File: config.mk
export PLATFORM = sky130hd
export DESIGN_NAME = stack_with_value_purge_core
export DESIGN_NICKNAME = d
export VERILOG_FILES = /design/src/design/swvp_pkg.sv /design/src/design/swvp_cell.sv /design/src/design/stack_with_value_purge_core.sv
export VERILOG_INCLUDE_DIRS = /design/src /design/src/design
export SDC_FILE = /design/constraint.sdc
export NUM_CORES = 1
export LEC_CHECK = 0
export BUFFER_PORTS_ARGS = -buffer_cell sky130_fd_sc_hd__buf_2
export CORE_ASPECT_RATIO = 1.25
export CORE_MARGIN = 2
export CORE_UTILIZATION = 60
export DETAILED_ROUTE_END_ITERATION = 10
export PLACE_DENSITY = 0.87
export SYNTH_ARGS = -nofsm -noshare
export SYNTH_HDL_FRONTEND = slang
export SYNTH_SLANG_ARGS = --single-unit
export TNS_END_PERCENT = 20
File: constraint.sdc
create_clock -name clk -period 10.02 [get_ports clk]
set_input_delay 2.004 -clock clk [delete_from_list [all_inputs] [get_ports clk]]
set_output_delay 2.004 -clock clk [all_outputs]
set_load 0.03 [all_outputs]
File: src/design/stack_with_value_purge_core_assert.svh
// ----------------------------------------------------------------------------
// Assertion macros for the stack with value purge core
// Shared concurrent assertion forms, clocked on clk and disabled in reset.
// ----------------------------------------------------------------------------
`ifndef STACK_WITH_VALUE_PURGE_CORE_ASSERT_SVH
`define STACK_WITH_VALUE_PURGE_CORE_ASSERT_SVH

// The consequent must hold in the same cycle as the antecedent.
`define SWVP_ASSERT_SAME(lbl, ante, cons) \
  lbl: assert property (@(posedge clk) disable iff (!rst_n) (ante) |-> (cons)) \
    else $error("stack core assertion failed");

// The consequent must hold in the cycle after the antecedent.
`define SWVP_ASSERT_NEXT(lbl, ante, cons) \
  lbl: assert property (@(posedge clk) disable iff (!rst_n) (ante) |=> (cons)) \
    else $error("stack core assertion failed");

`endif

File: src/design/swvp_pkg.sv
// ----------------------------------------------------------------------------
// Stack with value purge package
// Shared defaults, operation and status codes, and the cell control type.
// ----------------------------------------------------------------------------
package swvp_pkg;

  localparam int DEPTH_DEF      = 16;
  localparam int WORD_WIDTH_DEF = 32;
  localparam logic [4:0] CAP_RESET = 5'd16;

  localparam logic [1:0] FUNC_PUSH   = 2'd0;
  localparam logic [1:0] FUNC_POP    = 2'd1;
  localparam logic [1:0] FUNC_CLEAR  = 2'd2;
  localparam logic [1:0] FUNC_REMOVE = 2'd3;

  localparam logic [1:0] STATUS_OK    = 2'd0;
  localparam logic [1:0] STATUS_EMPTY = 2'd1;
  localparam logic [1:0] STATUS_FULL  = 2'd2;

  typedef struct packed {
    logic shift_dn;
    logic shift_up;
  } cell_ctl_t;

endpackage

File: src/design/swvp_cell.sv
// ----------------------------------------------------------------------------
// Stack cell
// Holds one entry, shifts toward or away from the top, and compares its
// entry against the search key.
// ----------------------------------------------------------------------------
module swvp_cell #(
  parameter int IDX        = 0,
  parameter int WORD_WIDTH = swvp_pkg::WORD_WIDTH_DEF,
  parameter int CW         = 5
) (
  input  logic                  clk,
  input  swvp_pkg::cell_ctl_t   ctl,
  input  logic [CW-1:0]         base_ptr,
  input  logic [WORD_WIDTH-1:0] prev_data,
  input  logic [WORD_WIDTH-1:0] next_data,
  input  logic [WORD_WIDTH-1:0] key,
  output logic [WORD_WIDTH-1:0] data,
  output logic                  match
);

  logic [WORD_WIDTH-1:0] data_r;

  always_ff @(posedge clk) begin
    if (ctl.shift_dn) begin
      data_r <= prev_data;
    end else if (ctl.shift_up && (CW'(IDX) >= base_ptr)) begin
      data_r <= next_data;
    end
  end

  assign data  = data_r;
  assign match = (data_r == key);

endmodule

File: src/design/stack_with_value_purge_core.sv
// ----------------------------------------------------------------------------
// Stack with value purge core
// Bounded LIFO stack held in a chain of cells, top in the first cell, with
// push, pop, clear and an order-keeping removal of all matching entries.
// ----------------------------------------------------------------------------
//  Channel  Handshake              Payload
//  in       start / busy           in_func, in_operand_value
//  out      out_valid (strobe)     popped_value, removed_count, depth_now, status
//  cfg      cfg_valid / cfg_ready  cfg_data (capacity limit)
//
// For push, pop and clear the result strobes in the cycle after acceptance.
// Remove-matching scans the chain one entry per cycle: after acceptance busy
// stays high until the scan ends, and the result strobes in the same cycle
// that busy falls. An empty stack answers a remove without a scan, with the
// result strobing in the cycle after acceptance.
// Reset is synchronous and active low; it empties the stack and sets the
// capacity limit to 16. The receiver cannot stall; cfg_ready is always high.
// ----------------------------------------------------------------------------
`include "stack_with_value_purge_core_assert.svh"

module stack_with_value_purge_core #(
  parameter int DEPTH      = swvp_pkg::DEPTH_DEF,
  parameter int WORD_WIDTH = swvp_pkg::WORD_WIDTH_DEF
) (
  input  logic               clk,
  input  logic               rst_n,
  input  logic               start,
  output logic               busy,
  input  logic [1:0]         in_func,
  input  logic signed [31:0] in_operand_value,
  output logic               out_valid,
  output logic signed [31:0] out_popped_value,
  output logic [4:0]         out_removed_count,
  output logic [4:0]         out_depth_now,
  output logic [1:0]         out_status,
  input  logic               cfg_valid,
  output logic               cfg_ready,
  input  logic [4:0]         cfg_data
);

  localparam int CW = $clog2(DEPTH + 1);
  localparam int PW = $clog2(DEPTH);
  localparam int XW = (CW > 5) ? CW : 5;

  typedef enum logic {IDLE, SCAN} state_t;

  state_t                state_r, state_nxt;
  logic [CW-1:0]         count_r, count_nxt;
  logic [CW-1:0]         ptr_r, ptr_nxt;
  logic [CW-1:0]         removed_r, removed_nxt;
  logic [WORD_WIDTH-1:0] key_r, key_nxt;
  logic [4:0]            cap_r;
  logic                  out_valid_r, out_valid_nxt;
  logic [31:0]           out_popped_r, out_popped_nxt;
  logic [4:0]            out_removed_r, out_removed_nxt;
  logic [4:0]            out_depth_r, out_depth_nxt;
  logic [1:0]            out_status_r, out_status_nxt;

  swvp_pkg::cell_ctl_t   ctl;
  logic [CW-1:0]         base_ptr;
  logic [WORD_WIDTH-1:0] in_key;
  logic [WORD_WIDTH-1:0] cell_data [DEPTH];
  logic [DEPTH-1:0]      match;
  logic                  accept;
  logic                  full;

  assign in_key = WORD_WIDTH'($unsigned(in_operand_value));
  assign accept = start && (state_r == IDLE);
  assign full   = (XW'(count_r) >= XW'(cap_r)) || (count_r >= CW'(DEPTH));

  for (genvar i = 0; i < DEPTH; i++) begin : g_cell
    logic [WORD_WIDTH-1:0] prev_d;
    logic [WORD_WIDTH-1:0] next_d;
    if (i == 0) begin : g_first
      assign prev_d = in_key;
    end else begin : g_mid_prev
      assign prev_d = cell_data[i-1];
    end
    if (i == DEPTH - 1) begin : g_last
      assign next_d = cell_data[i];
    end else begin : g_mid_next
      assign next_d = cell_data[i+1];
    end
    swvp_cell #(
      .IDX        (i),
      .WORD_WIDTH (WORD_WIDTH),
      .CW         (CW)
    ) u_cell (
      .clk       (clk),
      .ctl       (ctl),
      .base_ptr  (base_ptr),
      .prev_data (prev_d),
      .next_data (next_d),
      .key       (key_r),
      .data      (cell_data[i]),
      .match     (match[i])
    );
  end

  always_comb begin
    state_nxt       = state_r;
    count_nxt       = count_r;
    ptr_nxt         = ptr_r;
    removed_nxt     = removed_r;
    key_nxt         = key_r;
    ctl             = '0;
    base_ptr        = '0;
    out_valid_nxt   = 1'b0;
    out_popped_nxt  = out_popped_r;
    out_removed_nxt = out_removed_r;
    out_depth_nxt   = out_depth_r;
    out_status_nxt  = out_status_r;
    case (state_r)
      IDLE: begin
        if (start) begin
          out_popped_nxt  = '0;
          out_removed_nxt = '0;
          out_status_nxt  = swvp_pkg::STATUS_OK;
          out_valid_nxt   = 1'b1;
          case (in_func)
            swvp_pkg::FUNC_PUSH: begin
              if (full) begin
                out_status_nxt = swvp_pkg::STATUS_FULL;
              end else begin
                ctl.shift_dn = 1'b1;
                count_nxt    = count_r + 1'b1;
              end
            end
            swvp_pkg::FUNC_POP: begin
              if (count_r == '0) begin
                out_status_nxt = swvp_pkg::STATUS_EMPTY;
              end else begin
                ctl.shift_up   = 1'b1;
                out_popped_nxt = 32'(cell_data[0]);
                count_nxt      = count_r - 1'b1;
              end
            end
            swvp_pkg::FUNC_CLEAR: begin
              count_nxt = '0;
            end
            default: begin
              if (count_r == '0) begin
                out_status_nxt = swvp_pkg::STATUS_EMPTY;
              end else begin
                out_valid_nxt = 1'b0;
                key_nxt       = in_key;
                ptr_nxt       = '0;
                removed_nxt   = '0;
                state_nxt     = SCAN;
              end
            end
          endcase
          out_depth_nxt = 5'(count_nxt);
        end
      end
      SCAN: begin
        if (ptr_r == count_r) begin
          out_valid_nxt   = 1'b1;
          out_popped_nxt  = '0;
          out_removed_nxt = 5'(removed_r);
          out_depth_nxt   = 5'(count_r);
          out_status_nxt  = swvp_pkg::STATUS_OK;
          state_nxt       = IDLE;
        end else if (match[ptr_r[PW-1:0]]) begin
          ctl.shift_up = 1'b1;
          base_ptr     = ptr_r;
          count_nxt    = count_r - 1'b1;
          removed_nxt  = removed_r + 1'b1;
        end else begin
          ptr_nxt = ptr_r + 1'b1;
        end
      end
      default: begin
        state_nxt = IDLE;
      end
    endcase
  end

  always_ff @(posedge clk) begin
    if (!rst_n) begin
      state_r     <= IDLE;
      count_r     <= '0;
      cap_r       <= swvp_pkg::CAP_RESET;
      out_valid_r <= 1'b0;
    end else begin
      state_r     <= state_nxt;
      count_r     <= count_nxt;
      out_valid_r <= out_valid_nxt;
      if (cfg_valid && cfg_ready) begin
        cap_r <= cfg_data;
      end
    end
    ptr_r         <= ptr_nxt;
    removed_r     <= removed_nxt;
    key_r         <= key_nxt;
    out_popped_r  <= out_popped_nxt;
    out_removed_r <= out_removed_nxt;
    out_depth_r   <= out_depth_nxt;
    out_status_r  <= out_status_nxt;
  end

  assign busy              = (state_r != IDLE);
  assign cfg_ready         = 1'b1;
  assign out_valid         = out_valid_r;
  assign out_popped_value  = out_popped_r;
  assign out_removed_count = out_removed_r;
  assign out_depth_now     = out_depth_r;
  assign out_status        = out_status_r;

  `SWVP_ASSERT_SAME(a_count_bound, 1'b1, count_r <= CW'(DEPTH))
  `SWVP_ASSERT_SAME(a_ptr_bound, state_r == SCAN, ptr_r <= count_r)
  `SWVP_ASSERT_NEXT(a_push_grows, accept && in_func == swvp_pkg::FUNC_PUSH && !full,
    count_r == CW'($past(count_r) + 1'b1))
  `SWVP_ASSERT_NEXT(a_scan_done, state_r == SCAN && ptr_r == count_r,
    out_valid && state_r == IDLE)

endmodule
Word-level counts from Yosys, hierarchy flattened
Index checks and enable logic that the tools add are counted.
W data, S select, Z words.
{ "op_classes": {"n_bitwise": 3, "n_mux": 85, "magnitude_cmp": 18, "n_eq_ne": 26, "reduce_logical": 39, "addsub": 4} }
{ "op_table": {"columns": ["operator", "n"], "rows": [
  ["$mux W32", 34],
  ["$eq A32 B32 Y1", 16],
  ["$mux W5", 18],
  ["$pmux W32 S2", 1],
  ["$pmux W5 S2", 5],
  ["$ge A4 B5 Y1 const A", 7],
  ["$reduce_bool A2 Y1", 15],
  ["$ge A3 B5 Y1 const A", 4],
  ["$mux W1", 16],
  ["$add A5 B1 Y5 const B", 3],
  ["$logic_and A1 B1 Y1", 15],
  ["$pmux W5 S3", 1],
  ["$ge A1 B5 Y1 const A", 2],
  ["$ge A2 B5 Y1 const A", 2],
  ["$ne A2 B2 Y1 const B", 5],
  ["$reduce_and A5 Y1", 2],
  ["$mux W2", 4],
  ["$pmux W2 S2", 2],
  ["$pmux W1 S2", 3],
  ["$eq A5 B5 Y1", 1],
  ["$ge A5 B5 Y1", 1],
  ["$ge A5 B5 Y1 const B", 1],
  ["$logic_not A5 Y1", 1],
  ["$lt A4 B5 Y1 const B", 1],
  ["other kinds (12)", 15]
]} }
{ "totals": {"word_cells": 202, "ff_bits": 610} }

Depth between registers and ports, before layout
{ "logic_depth": {"depth_word": 10, "ltp_mapped": 14} }

Modules after synthesis
From an unflattened synthesis, not the netlist that was laid out.
{ "hier_totals": {"cells_unflattened": 2143, "area_unflattened_um2": 31943.1} }
{ "modules_own_cells": {"columns": ["mod", "cells_per_inst", "instances", "area_each_um2"], "rows": [
  ["swvp_cell (g_cell[13].u_cell ...)", 114, 4, 1724.2],
  ["swvp_cell (g_cell[12].u_cell ...)", 114, 3, 1726.7],
  ["stack_with_value_purge_core", 323, 1, 4362.9],
  ["swvp_cell (g_cell[0].u_cell ...)", 114, 2, 1725.4],
  ["swvp_cell (g_cell[3].u_cell ...)", 113, 2, 1721.7],
  ["swvp_cell (g_cell[15].u_cell ...)", 113, 2, 1717.9],
  ["swvp_cell (g_cell[10].u_cell)", 115, 1, 1730.4],
  ["swvp_cell (g_cell[11].u_cell)", 114, 1, 1722.9],
  ["swvp_cell (g_cell[1].u_cell)", 113, 1, 1720.4]
]} }

Worst setup path before layout
No wires, ideal clock.
{ "synth_timing": {"path_kind": "flip-flop to flip-flop", "start": "register key_r[1]", "end": "register g_cell[4].u_cell.data_r[0], enable pin", "arrival_ps": 4898, "path_slack_ps": 4652, "synth_period_minus_slack_ps": 5368, "t_required_ps": 9550, "path_stages_with_launch": 12, "cell_sequence": "edfxtp_1 > clkbuf_1 > buf_2 > xnor2_1 > nand4_1 > nor4_1 > nand4_1 > o2111ai_1 > nand4_1 > or4_1 > buf_2 > o31ai_1"} }
{ "synth_between": {"elab_chain_len": 9} }
{ "synth_lines": {"columns": ["item", "line", "rtl"], "rows": [
  ["start, declared", "stack_with_value_purge_core.sv:51", "logic [WORD_WIDTH-1:0] key_r, key_nxt;"],
  ["start signal, assigned", "stack_with_value_purge_core.sv:195", "key_r <= key_nxt;"],
  ["$eq A32 B32 Y1", "swvp_cell.sv:32", "assign match = (data_r == key);"],
  ["$bmux W1 S4 *", "stack_with_value_purge_core.sv:164", "end else if (match[ptr_r[PW-1:0]]) begin"],
  ["$mux W1 (implied by the code) *", "stack_with_value_purge_core.sv:164", null],
  ["$mux W5", "stack_with_value_purge_core.sv:164", null],
  ["$mux W5", "stack_with_value_purge_core.sv:157", "if (ptr_r == count_r) begin"],
  ["$mux W5", "stack_with_value_purge_core.sv:113", "case (state_r)"],
  ["$ge A3 B5 Y1", "swvp_cell.sv:26", "end else if (ctl.shift_up && (CW'(IDX) >= base_ptr)) begin"],
  ["$logic_and A1 B1 Y1 *", "swvp_cell.sv:26", null],
  ["$reduce_bool A2 Y1 (no line) *", null, null],
  ["end signal, assigned", "swvp_cell.sv:25", "data_r <= prev_data;"],
  ["end signal, assigned", "swvp_cell.sv:27", "data_r <= next_data;"],
  ["end, declared", "swvp_cell.sv:21", "logic [WORD_WIDTH-1:0] data_r;"]
]} }
Every way passes the cells marked *; elsewhere a longest branch is shown, timed or not. The select of a mux whose other input is x is not followed.
A chain may end at the register's enable or synchronous reset.

Worst setup path in the final report
{ "layout_timing": {"start": "register count_r[0]", "end": "register g_cell[5].u_cell.data_r[15], enable pin"} }
{ "layout_between": {"elab_chain_len": 7} }
{ "layout_lines": {"columns": ["item", "line", "rtl"], "rows": [
  ["start, declared", "stack_with_value_purge_core.sv:48", "logic [CW-1:0] count_r, count_nxt;"],
  ["start signal, assigned", "stack_with_value_purge_core.sv:187", "count_r <= count_nxt;"],
  ["$ge A5 B5 Y1 / $logic_not A5 Y1 (equally long branches)", "stack_with_value_purge_core.sv:69, stack_with_value_purge_core.sv:130", null],
  ["$logic_or A1 B1 Y1 / $mux W1 (equally long branches)", "stack_with_value_purge_core.sv:69, stack_with_value_purge_core.sv:130", null],
  ["$mux W1, on equally long branches", "stack_with_value_purge_core.sv:122, stack_with_value_purge_core.sv:120", null],
  ["$mux W1 / $mux W2 (equally long branches)", "stack_with_value_purge_core.sv:120, stack_with_value_purge_core.sv:115", null],
  ["$mux W2 / $pmux W1 S2 (equally long branches)", "stack_with_value_purge_core.sv:115, stack_with_value_purge_core.sv:113", null],
  ["$mux W1 / $logic_and A1 B1 Y1 (equally long branches)", "stack_with_value_purge_core.sv:113, swvp_cell.sv:26", null],
  ["$reduce_bool A2 Y1 (no line) *", null, null],
  ["end signal, assigned", "swvp_cell.sv:25", null],
  ["end signal, assigned", "swvp_cell.sv:27", null],
  ["end, declared", "swvp_cell.sv:21", null]
]} }
Every way passes the cells marked *; elsewhere a longest branch is shown, timed or not.

==> results.ini <==
[final_layout]
fin_nets = 3248
n_fill_cell = 3729
n_antenna_cell = 0
layout-drive-gt1-share_pct = 7.95
area_growth_pct = 10.0
finish.utilization_pct = 67.1

[yosys]
avgSynthCellArea_sq_um = 9.90
syn_inst = 3182
yosys_register_bits = 610
synth_edf_count = 598
synth_top_area_share_pct = 57.0
synth-compound-area-share_pct = 1.46
ys_top_cells_by_area = edfxtp_1, nand2_1, xnor2_1, xor2_1, nand4_1
ys_async_sr_fraction_pct = 0
yosys.area.top_type = edfxtp_1
synth_mux_area_share_pct = 0.226
yosys_warnings = 0
synth-xor-area-share_pct = 14.6
ys.flop_type = edfxtp_1
syn-cell-area_sq_mm = 0.0315
synth-simple-area-share_pct = 22.9
synth_fa_ha_area_share_pct = 0.357
synth_top_family_by_area = simple AND/OR/NAND/NOR gates
synth_cell_type_count = 50
syn-num-nets = 3234
yosysSeqAreaShare_pct = 57.7

[power_and_ir_drop]
ir_drop_mv = 0.161
p_leak_nw = 13.5
power-per-cell-area_mw_per_mm2 = 192
power_mw = 6.67

[place]
finalWeightedCongestion = 0.994
dp_hpwl_mm = 65.4
portBuffers = 88

[worst_setup_path]
cp_max_fo = 182
cp-start-kind = flop
critPathKind = flop to flop
rr_worst_depth = 15
reg2reg_from = count_r[0]$_SDFFE_PN0P_
endpoint_kind = flop
r2r-end = g_cell[5].u_cell.data[15]$_DFFE_PP_
reg2reg_setup_slack_ns = 4.19
critPathRequiredTime_ns = 10.31
critPathArrivalTime_ns = 6.11

[global_routing]
grt_pass1_vias = 23500
grt_usage_pct = 35.1
antenna_found_initial = 1
overflow = 0
grt_start_max_net_pins = 227
grt_pass1_wl_mm = 142

[detailed_routing]
routed_wl_mm = 95.9
ant_nets = 0
drc_errors = 0
wl_per_cell_microns = 24.5
dr.pass1.iters = 6
drt-initial-drc-count = 3972
vias_per_cell = 6.18
vias = 24200

[worst_hold_path]
min_to = cap_r[3]$_SDFFE_PN0P_
min_path_type = flop to flop
hp-start = cap_r[3]$_SDFFE_PN0P_
whs_path_depth = 2

[sta]
rsz0062_at_grt = false
report.final.slew_viol_count = 0
tightestPinTransition_ns = 1.25
fmax_mhz = 172
finalSetupTns_ns = 0
final-hold-violation-count = 0
period_needed_ns = 5.83
fin_skew_ns = 0.0681
setup_viol = 0
relSlewSlack_pct = 16.9
fin_crit_sh_pct = 58.1

[clock_tree]
cts_resized = 0
cts_tree = built
cts.clk_slew.worst_paths_ns = 0.06
htree_levels = 2
ctsHoldBuffers = 0
clk_latency_ns = 0.67
clock_sinks = 610
clockRootBuffer = clkbuf_16
cts_buffers = 59
postCtsSetupBuffers = 0
clk_path_buf_depth = 3

[flow_run]
maxCapViolCount = 0

[die]
die_area_sq_mm = 0.0544
core-area_sq_mm = 0.0517
die_h_microns = 260
die_x_microns = 209
start_util_pct = 61.0
rows = 93
num_io_pins = 90

[run_status]
status = complete, no violations

[metrics by stage]
| stage | setup slack, ns | area (sq um) | hold slack [ns] | instances |
|---|---|---|---|---|
| final | 4.19 | 34700 | 0.493 | 3910 |
| after detailed placement | 3.68 | 32500 | 0.486 | 3800 |
| after global routing | 3.80 | 34700 | 0.516 | 3910 |
| after CTS | 4.22 | 34700 | 0.501 | 3910 |
| after global placement | 3.78 | 32500 | 0.476 | 3800 |
| after floorplan | 4.65 | 31500 | 0.460 | 3182 |
[where the power goes]
part           switching [mW]  internal [mW]
combinational           0.571          0.292
sequential              0.224           3.09
clock                    1.02           1.47
[registers in the layout (all words and copies together) (netlist names), 2 cells and up]
signal,count
g_cell.u_cell.data,512
key_r,32
out_popped_value,32
cap_r,5
count_r,5
out_depth_now,5
out_removed_count,5
ptr_r,5
removed_r,5
out_status,2
[cell usage in the layout (no fill, tap or decap), types with 13 or more instances in the layout]
| master | n |
|---|---|
| nand2_1 | 1455 |
| edfxtp_1 | 598 |
| xnor2_1 | 428 |
| nand4_1 | 103 |
| xor2_1 | 96 |
| buf_2 | 88 |
| clkbuf_16 | 60 |
| buf_4 | 56 |
| and2_1 | 49 |
| nor4_1 | 37 |
| nand3_1 | 34 |
| nor3_1 | 31 |
| nor2_1 | 24 |
| bufinv_16 | 14 |
| inv_1 | 13 |
[logic make-up after synthesis]
logic type,count (synthesis)
AOI/OAI and AO/OA,67
and+or+nand+nor,1756
adders and majority gates,9
muxes,7
xor gates and xnor gates,524
DFF,610
other,1
buffers and inverters,208
[synth_stat cells, types with 2 or more instances]
master     count
nor3b_1        2
clkbuf_1     130
ha_1           9
nand2b_1       3
xnor2_1      428
o41ai_2        2
or4_1          2
edfxtp_1     598
o21ai_0       13
a21o_1         4
nor3_1        31
buf_2         57
xor2_1        96
a2111oi_0      2
o31a_1         3
and3_1         4
a21oi_1       15
o2111ai_1      2
a21boi_0       3
a31oi_1        3
a32oi_1        2
and2_1        49
nand4_1      103
nand2_1     1456
nor2_1        24
mux2i_1        6
a22oi_1        3
o211ai_1       2
o31ai_1        2
a211o_1        2
dfxtp_1       12
nor2b_1        8
buf_4          3
o21a_1         4
nand3_1       35
nor4_1        37
inv_1         14
[worst max path at each step]
stage                            start                             endpoint  cells past startpoint
6_report       count_r[0]$_SDFFE_PN0P_  g_cell[5].u_cell.data[15]$_DFFE_PP_                     15
5_1_grt        count_r[0]$_SDFFE_PN0P_  g_cell[5].u_cell.data[15]$_DFFE_PP_                     15
4_1_cts        count_r[0]$_SDFFE_PN0P_  g_cell[5].u_cell.data[15]$_DFFE_PP_                     15
3_5_place_dp                     start  g_cell[5].u_cell.data[15]$_DFFE_PP_                     10
3_3_place_gp                in_func[0]  g_cell[5].u_cell.data[15]$_DFFE_PP_                     10
2_1_floorplan       key_r[1]$_DFFE_PP_   g_cell[4].u_cell.data[0]$_DFFE_PP_                     11
[metal layers]
metal  GRT usage [%]  routed length [microns]  vias up
met5               0                        0        -
met4            28.9                     9220        0
li1                -                        -    10500
met3            6.97                    10900      477
met1            42.1                    31900    11400
met2            55.3                    43900     1780
[area by class of cell]
type / instances / area (sq um) / area share [%]
clock inverter: 39 / 603 / 1.74
tap: 665 / 832 / 2.40
sequential: 610 / 18200 / 52.5
inverter: 16 / 67.6 / 0.195
clock buffer: 71 / 1550 / 4.48
multi-input combinational: 2364 / 12500 / 36.2
timing repair buffer: 145 / 881 / 2.54
[critical path, stage by stage, from the launching register on]
cell and delay, ns:
dfxtp_1 0.53, inv_1 0.18, ha_1 0.31, nand2b_1 0.14
a21o_1 0.17, a21o_1 0.20, o41ai_2 0.21, buf_4 0.23
nand3_4 0.57, inv_8 0.98, a31oi_1 0.11, buf_4 0.26
o21ai_2 0.07, buf_4 0.44, and2_1 0.68, buf_4 0.40
(Power assumes the default switching activity.)
